$ cat config.mk
export PLATFORM = sky130hd
export DESIGN_NAME = tilt_orientation_debouncer_unit_flat
export DESIGN_NICKNAME = d
export VERILOG_FILES = /design/src/rtl/core/tod_pkg.sv /design/src/rtl/core/tod_ifs.sv /design/src/rtl/core/tod_front.sv /design/src/rtl/core/tod_queue.sv /design/src/rtl/core/tod_back.sv /design/src/rtl/core/tilt_orientation_debouncer_unit.sv /design/src/flat_wrapper.sv
export SDC_FILE = /design/constraint.sdc
export NUM_CORES = 1
export LEC_CHECK = 0
export BUFFER_PORTS_ARGS = -buffer_cell sky130_fd_sc_hd__buf_2
export CORE_ASPECT_RATIO = 1.2
export CORE_MARGIN = 2
export CORE_UTILIZATION = 45
export DETAILED_ROUTE_END_ITERATION = 8
export MAX_ROUTING_LAYER = met4
export PLACE_DENSITY = 0.66
export SLEW_MARGIN = 15
export SYNTH_ARGS = -nofsm -noshare
export SYNTH_HDL_FRONTEND = slang
export SYNTH_SLANG_ARGS = --single-unit
$ cat constraint.sdc
create_clock -name clk -period 10.6 [get_ports clk]
set_input_delay 2.12 -clock clk [delete_from_list [all_inputs] [get_ports clk]]
set_output_delay 2.12 -clock clk [all_outputs]
set_load 0.1 [all_outputs]
$ cat src/rtl/core/tod_pkg.sv
// Shared types and constants for the tilt orientation debouncer.
package tod_pkg;

    // Configuration field widths
    localparam int LEVEL_WIDTH  = 15;
    localparam int RATIO_WIDTH  = 10;
    localparam int STREAK_WIDTH = 8;

    // APB port geometry
    localparam int PADDR_WIDTH = 4;
    localparam int PDATA_WIDTH = 32;

    // Reset values of the configuration registers
    localparam logic [LEVEL_WIDTH-1:0]  LEVEL_RESET  = 15'd2662;
    localparam logic [RATIO_WIDTH-1:0]  RATIO_RESET  = 10'd294;
    localparam logic [STREAK_WIDTH-1:0] STREAK_RESET = 8'd3;

    // Depth of the queue between classifier and debouncer
    localparam int QUEUE_DEPTH = 2;

    // Register index, taken from paddr[3:2]
    typedef enum logic [1:0] {
        REG_MIN_LEVEL = 2'd0,
        REG_RATIO     = 2'd1,
        REG_STREAK    = 2'd2,
        REG_NONE      = 2'd3
    } reg_index_t;

    // Screen rotation codes
    typedef enum logic [1:0] {
        ROT_0   = 2'd0,
        ROT_90  = 2'd1,
        ROT_180 = 2'd2,
        ROT_270 = 2'd3
    } rotation_t;

    // Classified sample handed from front to back
    typedef struct packed {
        logic      accepted;
        rotation_t rot;
    } sample_class_t;

    // Result item payload
    typedef struct packed {
        logic      rotation_changed;
        rotation_t committed_rotation;
        logic      committed_valid;
    } result_t;

endpackage

$ cat src/rtl/core/tod_ifs.sv
// Valid/ready channel interfaces for samples and results.
interface tod_sample_if #(parameter int SAMPLE_WIDTH = 16);
    logic                           valid;
    logic                           ready;
    logic signed [SAMPLE_WIDTH-1:0] accel_x;
    logic signed [SAMPLE_WIDTH-1:0] accel_y;

    modport source (output valid, accel_x, accel_y, input ready);
    modport sink   (input valid, accel_x, accel_y, output ready);
endinterface

interface tod_result_if;
    logic       valid;
    logic       ready;
    logic       rotation_changed;
    logic [1:0] committed_rotation;
    logic       committed_valid;

    modport source (output valid, rotation_changed, committed_rotation, committed_valid,
                    input ready);
    modport sink   (input valid, rotation_changed, committed_rotation, committed_valid,
                    output ready);
endinterface

$ cat src/rtl/core/tod_front.sv
// Front end: accept sample items and classify them into a rotation or a reject.
module tod_front #(
    parameter int SAMPLE_WIDTH = 16
) (
    tod_sample_if.sink                        sample_in,
    input  logic [tod_pkg::LEVEL_WIDTH-1:0]   min_dominant_level,
    input  logic [tod_pkg::RATIO_WIDTH-1:0]   dominance_ratio,
    input  logic                              queue_full,
    output logic                              push_valid,
    output tod_pkg::sample_class_t            push_data
);
    import tod_pkg::*;

    localparam int PROD_WIDTH = SAMPLE_WIDTH + RATIO_WIDTH;

    logic                    neg_x;
    logic                    neg_y;
    logic [SAMPLE_WIDTH-1:0] mag_x;
    logic [SAMPLE_WIDTH-1:0] mag_y;
    logic                    x_dom;
    logic [SAMPLE_WIDTH-1:0] dom;
    logic [SAMPLE_WIDTH-1:0] oth;
    logic [PROD_WIDTH-1:0]   dom_scaled;
    logic [PROD_WIDTH-1:0]   oth_scaled;
    logic                    below_level;
    logic                    diagonal;

    // Accept whenever the queue has room
    assign sample_in.ready = !queue_full;
    assign push_valid      = sample_in.valid && !queue_full;

    // Take magnitudes; the most negative code maps to 2^(W-1) exactly
    assign neg_x = sample_in.accel_x[SAMPLE_WIDTH-1];
    assign neg_y = sample_in.accel_y[SAMPLE_WIDTH-1];
    assign mag_x = neg_x ? (~sample_in.accel_x + 1'b1) : sample_in.accel_x;
    assign mag_y = neg_y ? (~sample_in.accel_y + 1'b1) : sample_in.accel_y;

    // Pick the dominant axis
    assign x_dom = mag_x >= mag_y;
    assign dom   = x_dom ? mag_x : mag_y;
    assign oth   = x_dom ? mag_y : mag_x;

    // Threshold and dead band tests
    assign dom_scaled  = {2'b00, dom, 8'h00};
    assign oth_scaled  = PROD_WIDTH'(oth) * PROD_WIDTH'(dominance_ratio);
    assign below_level = PROD_WIDTH'(dom) < PROD_WIDTH'(min_dominant_level);
    assign diagonal    = dom_scaled < oth_scaled;

    // Map dominant axis and sign to a rotation
    always_comb
    begin
        push_data.accepted = !below_level && !diagonal;
        if (x_dom)
        begin
            push_data.rot = neg_x ? ROT_270 : ROT_90;
        end
        else
        begin
            push_data.rot = neg_y ? ROT_180 : ROT_0;
        end
    end

endmodule

$ cat src/rtl/core/tod_queue.sv
// Short FIFO of classified items between front and back.
module tod_queue (
    input  logic                   clk,
    input  logic                   rst_n,
    input  logic                   push_valid,
    input  tod_pkg::sample_class_t push_data,
    output logic                   queue_full,
    input  logic                   pop_ready,
    output logic                   pop_valid,
    output tod_pkg::sample_class_t pop_data
);
    import tod_pkg::*;

    localparam int PTR_WIDTH  = (QUEUE_DEPTH > 1) ? $clog2(QUEUE_DEPTH) : 1;
    localparam int FILL_WIDTH = $clog2(QUEUE_DEPTH + 1);

    sample_class_t          entry_reg [QUEUE_DEPTH];
    logic [PTR_WIDTH-1:0]   wr_ptr_reg;
    logic [PTR_WIDTH-1:0]   wr_ptr_next;
    logic [PTR_WIDTH-1:0]   rd_ptr_reg;
    logic [PTR_WIDTH-1:0]   rd_ptr_next;
    logic [FILL_WIDTH-1:0]  fill_reg;
    logic [FILL_WIDTH-1:0]  fill_next;
    logic                   do_push;
    logic                   do_pop;

    assign queue_full = fill_reg == FILL_WIDTH'(QUEUE_DEPTH);
    assign pop_valid  = fill_reg != '0;
    assign pop_data   = entry_reg[rd_ptr_reg];
    assign do_push    = push_valid && !queue_full;
    assign do_pop     = pop_valid && pop_ready;

    // Advance pointers and fill count
    always_comb
    begin
        wr_ptr_next = wr_ptr_reg;
        rd_ptr_next = rd_ptr_reg;
        fill_next   = fill_reg;
        if (do_push)
        begin
            wr_ptr_next = (wr_ptr_reg == PTR_WIDTH'(QUEUE_DEPTH - 1)) ? '0 : wr_ptr_reg + 1'b1;
        end
        if (do_pop)
        begin
            rd_ptr_next = (rd_ptr_reg == PTR_WIDTH'(QUEUE_DEPTH - 1)) ? '0 : rd_ptr_reg + 1'b1;
        end
        if (do_push && !do_pop)
        begin
            fill_next = fill_reg + 1'b1;
        end
        else if (do_pop && !do_push)
        begin
            fill_next = fill_reg - 1'b1;
        end
    end

    always_ff @(posedge clk or negedge rst_n)
    begin
        if (!rst_n)
        begin
            wr_ptr_reg <= '0;
            rd_ptr_reg <= '0;
            fill_reg   <= '0;
        end
        else
        begin
            wr_ptr_reg <= wr_ptr_next;
            rd_ptr_reg <= rd_ptr_next;
            fill_reg   <= fill_next;
        end
    end

    // Store the pushed item
    always_ff @(posedge clk)
    begin
        if (do_push)
        begin
            entry_reg[wr_ptr_reg] <= push_data;
        end
    end

    // Fill count never passes the depth
    assert property (@(posedge clk) disable iff (!rst_n)
        fill_reg <= FILL_WIDTH'(QUEUE_DEPTH))
        else $error("queue fill count above depth");

    // A pop with a push keeps the fill count
    assert property (@(posedge clk) disable iff (!rst_n)
        (do_push && do_pop) |=> $stable(fill_reg))
        else $error("queue fill changed on simultaneous push and pop");

    // Pointers agree whenever the queue is empty
    assert property (@(posedge clk) disable iff (!rst_n)
        (fill_reg == '0) |-> (wr_ptr_reg == rd_ptr_reg))
        else $error("queue pointers disagree while empty");

endmodule

$ cat src/rtl/core/tod_back.sv
// Back end: debounce classified items and register the result item.
module tod_back (
    input  logic                              clk,
    input  logic                              rst_n,
    input  logic [tod_pkg::STREAK_WIDTH-1:0]  required_streak,
    input  logic                              pop_valid,
    input  tod_pkg::sample_class_t            pop_data,
    output logic                              pop_ready,
    tod_result_if.source                      result_out
);
    import tod_pkg::*;

    rotation_t               pending_orientation_reg;
    rotation_t               pending_orientation_next;
    logic                    pending_present_reg;
    logic                    pending_present_next;
    logic [STREAK_WIDTH-1:0] streak_count_reg;
    logic [STREAK_WIDTH-1:0] streak_count_next;
    rotation_t               held_orientation_reg;
    rotation_t               held_orientation_next;
    logic                    held_present_reg;
    logic                    held_present_next;
    logic                    out_valid_reg;
    logic                    out_valid_next;
    result_t                 out_data_reg;
    result_t                 out_data_next;
    logic [STREAK_WIDTH-1:0] need;
    logic                    step;
    logic                    changed;

    // Take an item when the output register is free or being drained
    assign pop_ready = !out_valid_reg || result_out.ready;
    assign step      = pop_valid && pop_ready;
    assign need      = (required_streak == '0) ? STREAK_WIDTH'(1) : required_streak;

    // Streak and commit update
    always_comb
    begin
        pending_orientation_next = pending_orientation_reg;
        pending_present_next     = pending_present_reg;
        streak_count_next        = streak_count_reg;
        held_orientation_next    = held_orientation_reg;
        held_present_next        = held_present_reg;
        changed                  = 1'b0;
        if (!pop_data.accepted)
        begin
            pending_present_next     = 1'b0;
            pending_orientation_next = ROT_0;
            streak_count_next        = '0;
        end
        else
        begin
            if (!pending_present_reg || pending_orientation_reg != pop_data.rot)
            begin
                pending_present_next     = 1'b1;
                pending_orientation_next = pop_data.rot;
                streak_count_next        = STREAK_WIDTH'(1);
            end
            else if (streak_count_reg < need)
            begin
                streak_count_next = streak_count_reg + 1'b1;
            end
            if (streak_count_next >= need)
            begin
                changed = !held_present_reg || held_orientation_reg != pop_data.rot;
                held_orientation_next    = pop_data.rot;
                held_present_next        = 1'b1;
                pending_present_next     = 1'b0;
                pending_orientation_next = ROT_0;
                streak_count_next        = '0;
            end
        end
    end

    // Load or drain the output register
    always_comb
    begin
        out_valid_next = out_valid_reg;
        out_data_next  = out_data_reg;
        if (step)
        begin
            out_valid_next                   = 1'b1;
            out_data_next.rotation_changed   = changed;
            out_data_next.committed_rotation = held_orientation_next;
            out_data_next.committed_valid    = held_present_next;
        end
        else if (result_out.ready)
        begin
            out_valid_next = 1'b0;
        end
    end

    always_ff @(posedge clk or negedge rst_n)
    begin
        if (!rst_n)
        begin
            pending_orientation_reg <= ROT_0;
            pending_present_reg     <= 1'b0;
            streak_count_reg        <= '0;
            held_orientation_reg    <= ROT_0;
            held_present_reg        <= 1'b0;
            out_valid_reg           <= 1'b0;
        end
        else
        begin
            out_valid_reg <= out_valid_next;
            if (step)
            begin
                pending_orientation_reg <= pending_orientation_next;
                pending_present_reg     <= pending_present_next;
                streak_count_reg        <= streak_count_next;
                held_orientation_reg    <= held_orientation_next;
                held_present_reg        <= held_present_next;
            end
        end
    end

    always_ff @(posedge clk)
    begin
        out_data_reg <= out_data_next;
    end

    // Drive the result channel
    assign result_out.valid              = out_valid_reg;
    assign result_out.rotation_changed   = out_data_reg.rotation_changed;
    assign result_out.committed_rotation = out_data_reg.committed_rotation;
    assign result_out.committed_valid    = out_data_reg.committed_valid;

    // No streak is counted without a pending rotation
    assert property (@(posedge clk) disable iff (!rst_n)
        !pending_present_reg |-> (streak_count_reg == '0))
        else $error("streak count without pending rotation");

    // Once committed, a rotation stays committed
    assert property (@(posedge clk) disable iff (!rst_n)
        !$fell(held_present_reg))
        else $error("committed flag dropped");

    // A reported change always comes with a valid committed rotation
    assert property (@(posedge clk) disable iff (!rst_n)
        (out_valid_reg && out_data_reg.rotation_changed) |-> out_data_reg.committed_valid)
        else $error("rotation change without committed rotation");

    // A reported change matches the held rotation just stored
    assert property (@(posedge clk) disable iff (!rst_n)
        (step && changed) |=> (out_data_reg.committed_rotation == held_orientation_reg))
        else $error("reported rotation differs from held rotation");

endmodule

$ cat src/rtl/core/tilt_orientation_debouncer_unit.sv
// Top level of the tilt orientation debouncer: config registers, front, queue, back.
//
//   channel      direction  handshake      payload
//   sample_in    in         valid/ready    accel_x, accel_y (signed, SAMPLE_WIDTH)
//   result_out   out        valid/ready    rotation_changed, committed_rotation,
//                                          committed_valid
//   apb          in         psel/penable   paddr[3:0], pwdata, prdata (32 bit)
//
// One item per cycle sustained while result_out is ready; each item passes through
// the queue register and the output register on its way to result_out.
// The classify path (magnitude, one SAMPLE_WIDTH x 10 multiply, compare) is the
// longest path. Reset clears the streak, the committed rotation and the queue,
// and loads the register defaults. A stalled result_out fills the two-entry queue,
// after which sample_in.ready drops.
module tilt_orientation_debouncer_unit #(
    parameter int SAMPLE_WIDTH = 16
) (
    input  logic                               clk,
    input  logic                               rst_n,
    input  logic                               psel,
    input  logic                               penable,
    input  logic                               pwrite,
    input  logic [tod_pkg::PADDR_WIDTH-1:0]    paddr,
    input  logic [tod_pkg::PDATA_WIDTH-1:0]    pwdata,
    output logic [tod_pkg::PDATA_WIDTH-1:0]    prdata,
    output logic                               pready,
    tod_sample_if.sink                         sample_in,
    tod_result_if.source                       result_out
);
    import tod_pkg::*;

    logic [LEVEL_WIDTH-1:0]  min_dominant_level_reg;
    logic [RATIO_WIDTH-1:0]  dominance_ratio_reg;
    logic [STREAK_WIDTH-1:0] required_streak_reg;
    reg_index_t              reg_index;
    logic                    cfg_write;
    logic                    push_valid;
    sample_class_t           push_data;
    logic                    queue_full;
    logic                    pop_valid;
    logic                    pop_ready;
    sample_class_t           pop_data;

    // Decode the APB access
    assign pready    = 1'b1;
    assign reg_index = reg_index_t'(paddr[3:2]);
    assign cfg_write = psel && penable && pwrite && pready;

    // Write the configuration registers
    always_ff @(posedge clk or negedge rst_n)
    begin
        if (!rst_n)
        begin
            min_dominant_level_reg <= LEVEL_RESET;
            dominance_ratio_reg    <= RATIO_RESET;
            required_streak_reg    <= STREAK_RESET;
        end
        else if (cfg_write)
        begin
            unique case (reg_index)
                REG_MIN_LEVEL: min_dominant_level_reg <= pwdata[LEVEL_WIDTH-1:0];
                REG_RATIO:     dominance_ratio_reg    <= pwdata[RATIO_WIDTH-1:0];
                REG_STREAK:    required_streak_reg    <= pwdata[STREAK_WIDTH-1:0];
                REG_NONE:      ;
                default:       ;
            endcase
        end
    end

    // Read back the addressed register
    always_comb
    begin
        unique case (reg_index)
            REG_MIN_LEVEL: prdata = PDATA_WIDTH'(min_dominant_level_reg);
            REG_RATIO:     prdata = PDATA_WIDTH'(dominance_ratio_reg);
            REG_STREAK:    prdata = PDATA_WIDTH'(required_streak_reg);
            default:       prdata = '0;
        endcase
    end

    tod_front #(
        .SAMPLE_WIDTH (SAMPLE_WIDTH)
    ) u_front (
        .sample_in          (sample_in),
        .min_dominant_level (min_dominant_level_reg),
        .dominance_ratio    (dominance_ratio_reg),
        .queue_full         (queue_full),
        .push_valid         (push_valid),
        .push_data          (push_data)
    );

    tod_queue u_queue (
        .clk        (clk),
        .rst_n      (rst_n),
        .push_valid (push_valid),
        .push_data  (push_data),
        .queue_full (queue_full),
        .pop_ready  (pop_ready),
        .pop_valid  (pop_valid),
        .pop_data   (pop_data)
    );

    tod_back u_back (
        .clk             (clk),
        .rst_n           (rst_n),
        .required_streak (required_streak_reg),
        .pop_valid       (pop_valid),
        .pop_data        (pop_data),
        .pop_ready       (pop_ready),
        .result_out      (result_out)
    );

endmodule
$ cat src/flat_wrapper.sv
// flat-port wrapper written by rule: the top's interface ports become plain ports
module tilt_orientation_debouncer_unit_flat import tod_pkg::*;
#(
    parameter int SAMPLE_WIDTH = 16
)
  (clk, rst_n, psel, penable, pwrite, paddr, pwdata, prdata, pready, sample_in_valid, sample_in_accel_x, sample_in_accel_y, sample_in_ready, result_out_valid, result_out_rotation_changed, result_out_committed_rotation, result_out_committed_valid, result_out_ready);
  tod_sample_if #(.SAMPLE_WIDTH(SAMPLE_WIDTH)) sample_in_i ();
  tod_result_if result_out_i ();
  input  logic clk;
  input  logic rst_n;
  input  logic psel;
  input  logic penable;
  input  logic pwrite;
  input  logic [tod_pkg::PADDR_WIDTH-1:0] paddr;
  input  logic [tod_pkg::PDATA_WIDTH-1:0] pwdata;
  output logic [tod_pkg::PDATA_WIDTH-1:0] prdata;
  output logic pready;
  input wire logic [$bits(sample_in_i.valid)-1:0] sample_in_valid;
  input wire logic [$bits(sample_in_i.accel_x)-1:0] sample_in_accel_x;
  input wire logic [$bits(sample_in_i.accel_y)-1:0] sample_in_accel_y;
  output wire logic [$bits(sample_in_i.ready)-1:0] sample_in_ready;
  output wire logic [$bits(result_out_i.valid)-1:0] result_out_valid;
  output wire logic [$bits(result_out_i.rotation_changed)-1:0] result_out_rotation_changed;
  output wire logic [$bits(result_out_i.committed_rotation)-1:0] result_out_committed_rotation;
  output wire logic [$bits(result_out_i.committed_valid)-1:0] result_out_committed_valid;
  input wire logic [$bits(result_out_i.ready)-1:0] result_out_ready;
  assign sample_in_i.valid = sample_in_valid;
  assign sample_in_i.accel_x = sample_in_accel_x;
  assign sample_in_i.accel_y = sample_in_accel_y;
  assign sample_in_ready = sample_in_i.ready;
  assign result_out_valid = result_out_i.valid;
  assign result_out_rotation_changed = result_out_i.rotation_changed;
  assign result_out_committed_rotation = result_out_i.committed_rotation;
  assign result_out_committed_valid = result_out_i.committed_valid;
  assign result_out_i.ready = result_out_ready;
  tilt_orientation_debouncer_unit #(.SAMPLE_WIDTH(SAMPLE_WIDTH)) u_core (.clk(clk), .rst_n(rst_n), .psel(psel), .penable(penable), .pwrite(pwrite), .paddr(paddr), .pwdata(pwdata), .prdata(prdata), .pready(pready), .sample_in(sample_in_i), .result_out(result_out_i));
endmodule
==> results of run 1 <==
## worst max-delay path by stage
stage | start | endpoint | slack (ns) | cells past startpoint
CTS | sample_in_accel_x[7] | u_core.u_queue.entry_reg[1][2]$_DFFE_PP_ | -1.11 | 45
floorplan | sample_in_accel_x[7] | u_core.u_queue.entry_reg[0][2]$_DFFE_PP_ | -0.50 | 40
detailed placement | sample_in_accel_x[7] | u_core.u_queue.entry_reg[0][2]$_DFFE_PP_ | -1.56 | 43
global route | sample_in_accel_x[7] | u_core.u_queue.entry_reg[0][2]$_DFFE_PP_ | -1.31 | 41
global placement | sample_in_accel_x[7] | u_core.u_queue.entry_reg[0][2]$_DFFE_PP_ | -1.42 | 45
finish | sample_in_accel_x[7] | u_core.u_queue.entry_reg[0][2]$_DFFE_PP_ | -0.86 | 43
## area by class of cell
cell class	instances	area, µm²
clock buffers	10	239
clock inverters	6	61.3
fillers	2102	9620
inverters	178	671
multi-input cells	939	8530
flip-flops and latches	62	1620
well taps	315	394
repair buffers	268	1920
## worst register-to-register path: stages, from the launching register on
cell	delay (ns)
dfrtp_1	0.88
nand2_1	0.17
fa_1	0.52
fa_1	0.54
inv_1	0.05
fa_1	0.50
fa_1	0.55
inv_1	0.05
fa_1	0.49
inv_2	0.05
ha_4	0.26
buf_4	0.10
and2_4	0.16
o21ai_4	0.08
nor4b_4	0.28
nor3_2	0.10
o41ai_2	0.27
a21oi_1	0.11
xor2_1	0.18
ha_1	0.31
nand4_1	0.16
nor4_4	0.23
o2111ai_1	0.15
nor2_1	0.10
o21ai_1	0.10
a2111oi_2	0.32
buf_4	0.18
## cells by family after synthesis
logic type	synth area share, %
adder cells (fa/ha/maj)	35.9
XOR/XNOR	4.66
AO/OA/AOI/OAI	12.0
buffers and inverters	8.96
other	0.0714
flip-flops	15.4
AND/OR/NAND/NOR	17.5
multiplexers	5.56
## through the flow
step                std cells  hold WS, ns  TNS [ns]
floorplan                1232        0.449     -1.01
global placement         1744        0.465     -2.85
detailed placement       1744        0.466     -3.12
CTS                      1770        0.480     -2.22
global route             1778        0.493     -2.61
finish                   1778        0.478     -1.71
## repair_timing
| action | CTS | global route |
|---|---|---|
| gates cloned | 0 | 1 |
| hold buffers | 0 | 0 |
| endpoints found under the setup margin | 2 | 2 |
| resized for setup | 11 | 28 |
| pin swaps | 8 | 4 |
| buffers inserted | 10 | 7 |
## synth_stat cells (20+ instances only)
library cell and number:
a21oi_1 59, fa_1 110, and2_1 66, a21o_1 22, xor2_1 36, ha_1 126
mux2i_1 37, o21ai_0 69, inv_1 178, dfrtp_1 40, nor2_1 33, clkbuf_1 28
nand2_1 163, xnor2_1 20
## layer usage
layer	track usage, %	wire length, µm	vias up
met5	-	0	-
met3	1.34	754	56
li1	-	-	4477
met2	43.9	15100	187
met4	7.25	831	0
met1	27.1	11200	4554
## placed cells by master, fill, tap and decap left out, drive strengths merged, types with 3 or more instances in the layout
master | Yosys | routed
a211oi | 3 | 3
xor2 | 36 | 36
nor2 | 34 | 34
dfstp | 12 | 12
and4 | 3 | 3
clkinvlp | 0 | 3
nor3 | 15 | 15
nand2 | 163 | 163
mux2 | 17 | 17
nor4 | 5 | 5
nand3 | 13 | 13
nand4 | 8 | 8
and4b | 3 | 3
inv | 178 | 178
or3 | 9 | 9
buf | 26 | 268
clkbuf | 28 | 10
and2 | 66 | 66
and3 | 5 | 5
conb | 2 | 18
fa | 110 | 110
a32o | 3 | 3
nor2b | 15 | 15
edfxtp | 10 | 10
a32oi | 5 | 5
or2 | 5 | 5
o41ai | 5 | 5
nand2b | 15 | 15
o21a | 4 | 4
o211ai | 6 | 6
dfrtp | 40 | 40
a21oi | 59 | 60
mux2i | 38 | 38
ha | 126 | 126
o31ai | 8 | 8
o21ai | 71 | 71
xnor2 | 20 | 20
a21o | 22 | 22
or4 | 3 | 3
==> flow_summary.ini, run 1 <==
[outcome]
status = finished, violations left
violations = setup timing

[hold_path]
hp-start = u_core.u_back.pending_present_reg$_DFFE_PN0P_
hold_path_class = register to register
min_to = u_core.u_back.pending_present_reg$_DFFE_PN0P_
hold_depth = 1

[route]
dr.pass1.iters = 4
dr_total_vias = 9274
viasPerCell = 5.22
wl_per_cell_um = 15.7
ant_nets = 0
drt_iter0_drc = 371
wl_mm = 27.9
drc = 0

[global_route]
overflow = 0
antenna_found_initial = 0
grt_max_degree = 53
grt_usage_pct = 23.6
grt_pass1_vias = 9400
grt_pass1_wl_mm = 45.0

[floorplanning]
start_util_pct = 45.6
core_area_um2 = 23000
die-area_um2 = 24600
die_x_um = 144
ios = 114
row_count = 61
die-height_um = 171

[synth]
ys.flop_type = dfrtp_1
synth_top_cell_area_share_pct = 20.9
ys_ff_latch = 62
avgSynthCellArea_um2 = 8.65
synthCells = 1216
synth.cell_area_um2 = 10500
yosysTopAreaCell = fa_1
synth-async-reset-ratio_pct = 83.9
synth_area_leaders = fa_1 (21%), ha_1 (15%), dfrtp_1 (9.5%)
ys_types = 69
yosysSeqAreaShare_pct = 15.4
synth_warnings = 0
synth_edf_count = 10

[layout]
syn2layout_area_growth_pct = 27.7
diodes = 0
largest_reg_flops = 15
utilization_pct = 58.3
drive_gt1_share_pct = 27.4
layout.nets = 1769
fin_area_um2 = 13400

[placed_design]
gp_congestion = 0.860
io_buffers = 76
place_area_um2 = 12800
dp_slack_ns = -1.56
dpl.hpwl_mm = 22.4

[clocking]
cts_tree = built
clkSinkCount = 62
clockBufferDepth = 2
numCtsBuffers = 9
htree_levels = 3
cts-root-buf = clkbuf_16
clk_pin_slew_ns = 0.05
clk_latency_ns = 0.33

[worst_setup_path]
rr_worst_depth = 26
arrival_ns = 11.54
ff2ff_setup_slack_ns = 3.58
cpLargestDelayFamily = adder cells
crit_slowest_cell = fa_1
cp_common_cell = fa_1
worst_r2r_endpoint = u_core.u_queue.entry_reg[0][2]$_DFFE_PP_
cpPeakStageDelay_ns = 0.54
crit_buf_inv = 9
start_kind = input pin
critPathKind = input pin to register
crit_path_end_kind = register
cp.required_ns = 10.68
r2r_start = u_core.dominance_ratio_reg[7]$_DFFE_PN0P_
cp_max_fo = 6

[sta]
fmax_mhz = 87.3
worst_pin_slew_ns = 1.06
period_needed_ns = 11.46
slew_viol_final = 0
fin_ws_ns = -0.857
relSlewSlack_pct = 28.6
rsz0062_at_grt = yes
hold_viol = 0
setup_viol = 2
finClkSkew_ns = 0.00591
post-route-period-util_pct = 108

[job]
drv_cap = 0
Power of run 1 is not shown: default switching activity piles up to over one toggle a cycle in this logic, so the estimate is an artifact.
==> run 2, diff against run 1 <==
--- a/config.mk
+++ b/config.mk
@@ -8,10 +8,10 @@
 export BUFFER_PORTS_ARGS = -buffer_cell sky130_fd_sc_hd__buf_2
 export CORE_ASPECT_RATIO = 1.2
 export CORE_MARGIN = 2
-export CORE_UTILIZATION = 45
+export CORE_UTILIZATION = 33
 export DETAILED_ROUTE_END_ITERATION = 8
 export MAX_ROUTING_LAYER = met4
-export PLACE_DENSITY = 0.66
+export PLACE_DENSITY = 0.52
 export SLEW_MARGIN = 15
 export SYNTH_ARGS = -nofsm -noshare
 export SYNTH_HDL_FRONTEND = slang
==> flow_summary.ini, run 2 (synthesis gave the netlist of run 1 again) <==
[layout]
diodes = 0
final_cell_mix = buf_4 (193), inv_1 (166), nand2_1 (159)
nFillCells = 3148
drive_gt1_share_pct = 29.0
final_common_cell = buf_4
largest_reg_flops = 15
layout.nets = 1784
syn2layout_area_growth_pct = 31.2
fin_area_um2 = 13800
utilization_pct = 44.0

[sta]
post-route-period-util_pct = 109
slew_viol_final = 0
rsz0062_at_grt = yes
finClkSkew_ns = 0.00775
relSlewSlack_pct = 28.5
hold_slack_ns = 0.485
worst_pin_slew_ns = 1.06
setup_viol = 2
period_needed_ns = 11.56
fin_ws_ns = -0.961
hold_viol = 0
setup_tns_ns = -1.92
fmax_mhz = 86.5

[worst_setup_path]
critPathKind = input pin to register
cp_common_cell = fa_1
cp.required_ns = 10.72
worst_r2r_endpoint = u_core.u_queue.entry_reg[1][2]$_DFFE_PP_
crit_slowest_cell = or4b_4
arrival_ns = 11.68
crit_path_end_kind = register
start_kind = input pin
r2r_start = u_core.dominance_ratio_reg[7]$_DFFE_PN0P_
ff2ff_setup_slack_ns = 3.50
cp_max_fo = 6
cpPeakStageDelay_ns = 0.57
rr_worst_depth = 25

[clocking]
numCtsBuffers = 9
clockBufferDepth = 2
clkSinkCount = 62
htree_levels = 3
clk_pin_slew_ns = 0.06
cts-root-buf = clkbuf_16
clk_latency_ns = 0.34
cts_tree = built

[route]
wl_mm = 29.1
dr_total_vias = 9220
drc = 0
drt_iter0_drc = 488
dr.pass1.iters = 5
wl_per_cell_um = 15.5
ant_nets = 0
viasPerCell = 4.91

[floorplanning]
die-height_um = 200
core_area_um2 = 31400
row_count = 71
ios = 114
die-area_um2 = 33300
die_x_um = 167
start_util_pct = 33.5

[hold_path]
hp-start = u_core.u_back.held_present_reg$_DFFE_PN0P_
hold_depth = 1
min_to = u_core.u_back.held_present_reg$_DFFE_PN0P_
hold_path_class = register to register

[global_route]
grt_util_met2_pct = 33.9
grt_usage_pct = 18.3
grt_max_degree = 43
top_usage_layer = met2
grt_pass1_vias = 9442
met3_usage_pct = 1.56
grt_pass1_wl_mm = 47.8
antenna_found_initial = 0
overflow = 0
met1_usage_pct = 21.3

[job]
drv_cap = 0

[placed_design]
place_area_um2 = 13000
dpl.hpwl_mm = 23.8
gp_congestion = 0.854
io_buffers = 76

[outcome]
status = finished, violations left
violations = setup timing
## run 2: area by class of cell
class | count | area [µm²] | share of cell area (%)
Multi-Input combinational cell | 938 | 8630 | 62.5
Timing Repair Buffer | 284 | 2080 | 15.1
Sequential cell | 62 | 1620 | 11.7
Inverter | 178 | 673 | 4.88
Tap cell | 401 | 502 | 3.64
Clock buffer | 9 | 225 | 1.63
Clock inverter | 7 | 75.1 | 0.544
## run 2: how the worst max path moves through the flow
stage,start,end,slack [ns],cells past startpoint
floorplan,sample_in_accel_x[7],u_core.u_queue.entry_reg[0][2]$_DFFE_PP_,-0.50,40
global placement,sample_in_accel_x[7],u_core.u_queue.entry_reg[0][2]$_DFFE_PP_,-1.59,41
detailed placement,sample_in_accel_x[7],u_core.u_queue.entry_reg[0][2]$_DFFE_PP_,-1.68,45
CTS,sample_in_accel_x[7],u_core.u_queue.entry_reg[1][2]$_DFFE_PP_,-1.12,39
global route,sample_in_accel_x[7],u_core.u_queue.entry_reg[1][2]$_DFFE_PP_,-1.35,46
finish,sample_in_accel_x[7],u_core.u_queue.entry_reg[1][2]$_DFFE_PP_,-0.96,40
## run 2: stage by stage
step	setup WS [ns]	cells
6_report	-0.961	1879
5_1_grt	-1.35	1879
4_1_cts	-1.12	1877
3_5_place_dp	-1.68	1839
3_3_place_gp	-1.59	1839
2_1_floorplan	-0.505	1232
## run 2: timing repair
action / 4_1_cts / 5_1_grt
setup buffers: 24 / 3
endpoints found under the hold margin: 0 / 0
hold buffers: 0 / 0
pin swaps: 49 / 27
setup endpoints to repair: 2 / 2
resized for setup: 44 / 17
## run 2: worst max-delay path, delay by kind of cell
kind                     cells  cell delay, ns
AO/OA/AOI/OAI                8            1.28
XOR/XNOR                     1            0.19
adder cells (fa/ha/maj)      8            3.28
buffers and inverters        9            1.00
multiplexers                 1            0.18
AND/OR/NAND/NOR             13            3.58
## run 2: layer usage
metal	wire length (µm)	part of all wire (%)
met3	700	2.4
met2	15300	53
met4	763	2.6
met1	12300	42
met5	0	0
Power of run 2 is left out for the same reason.
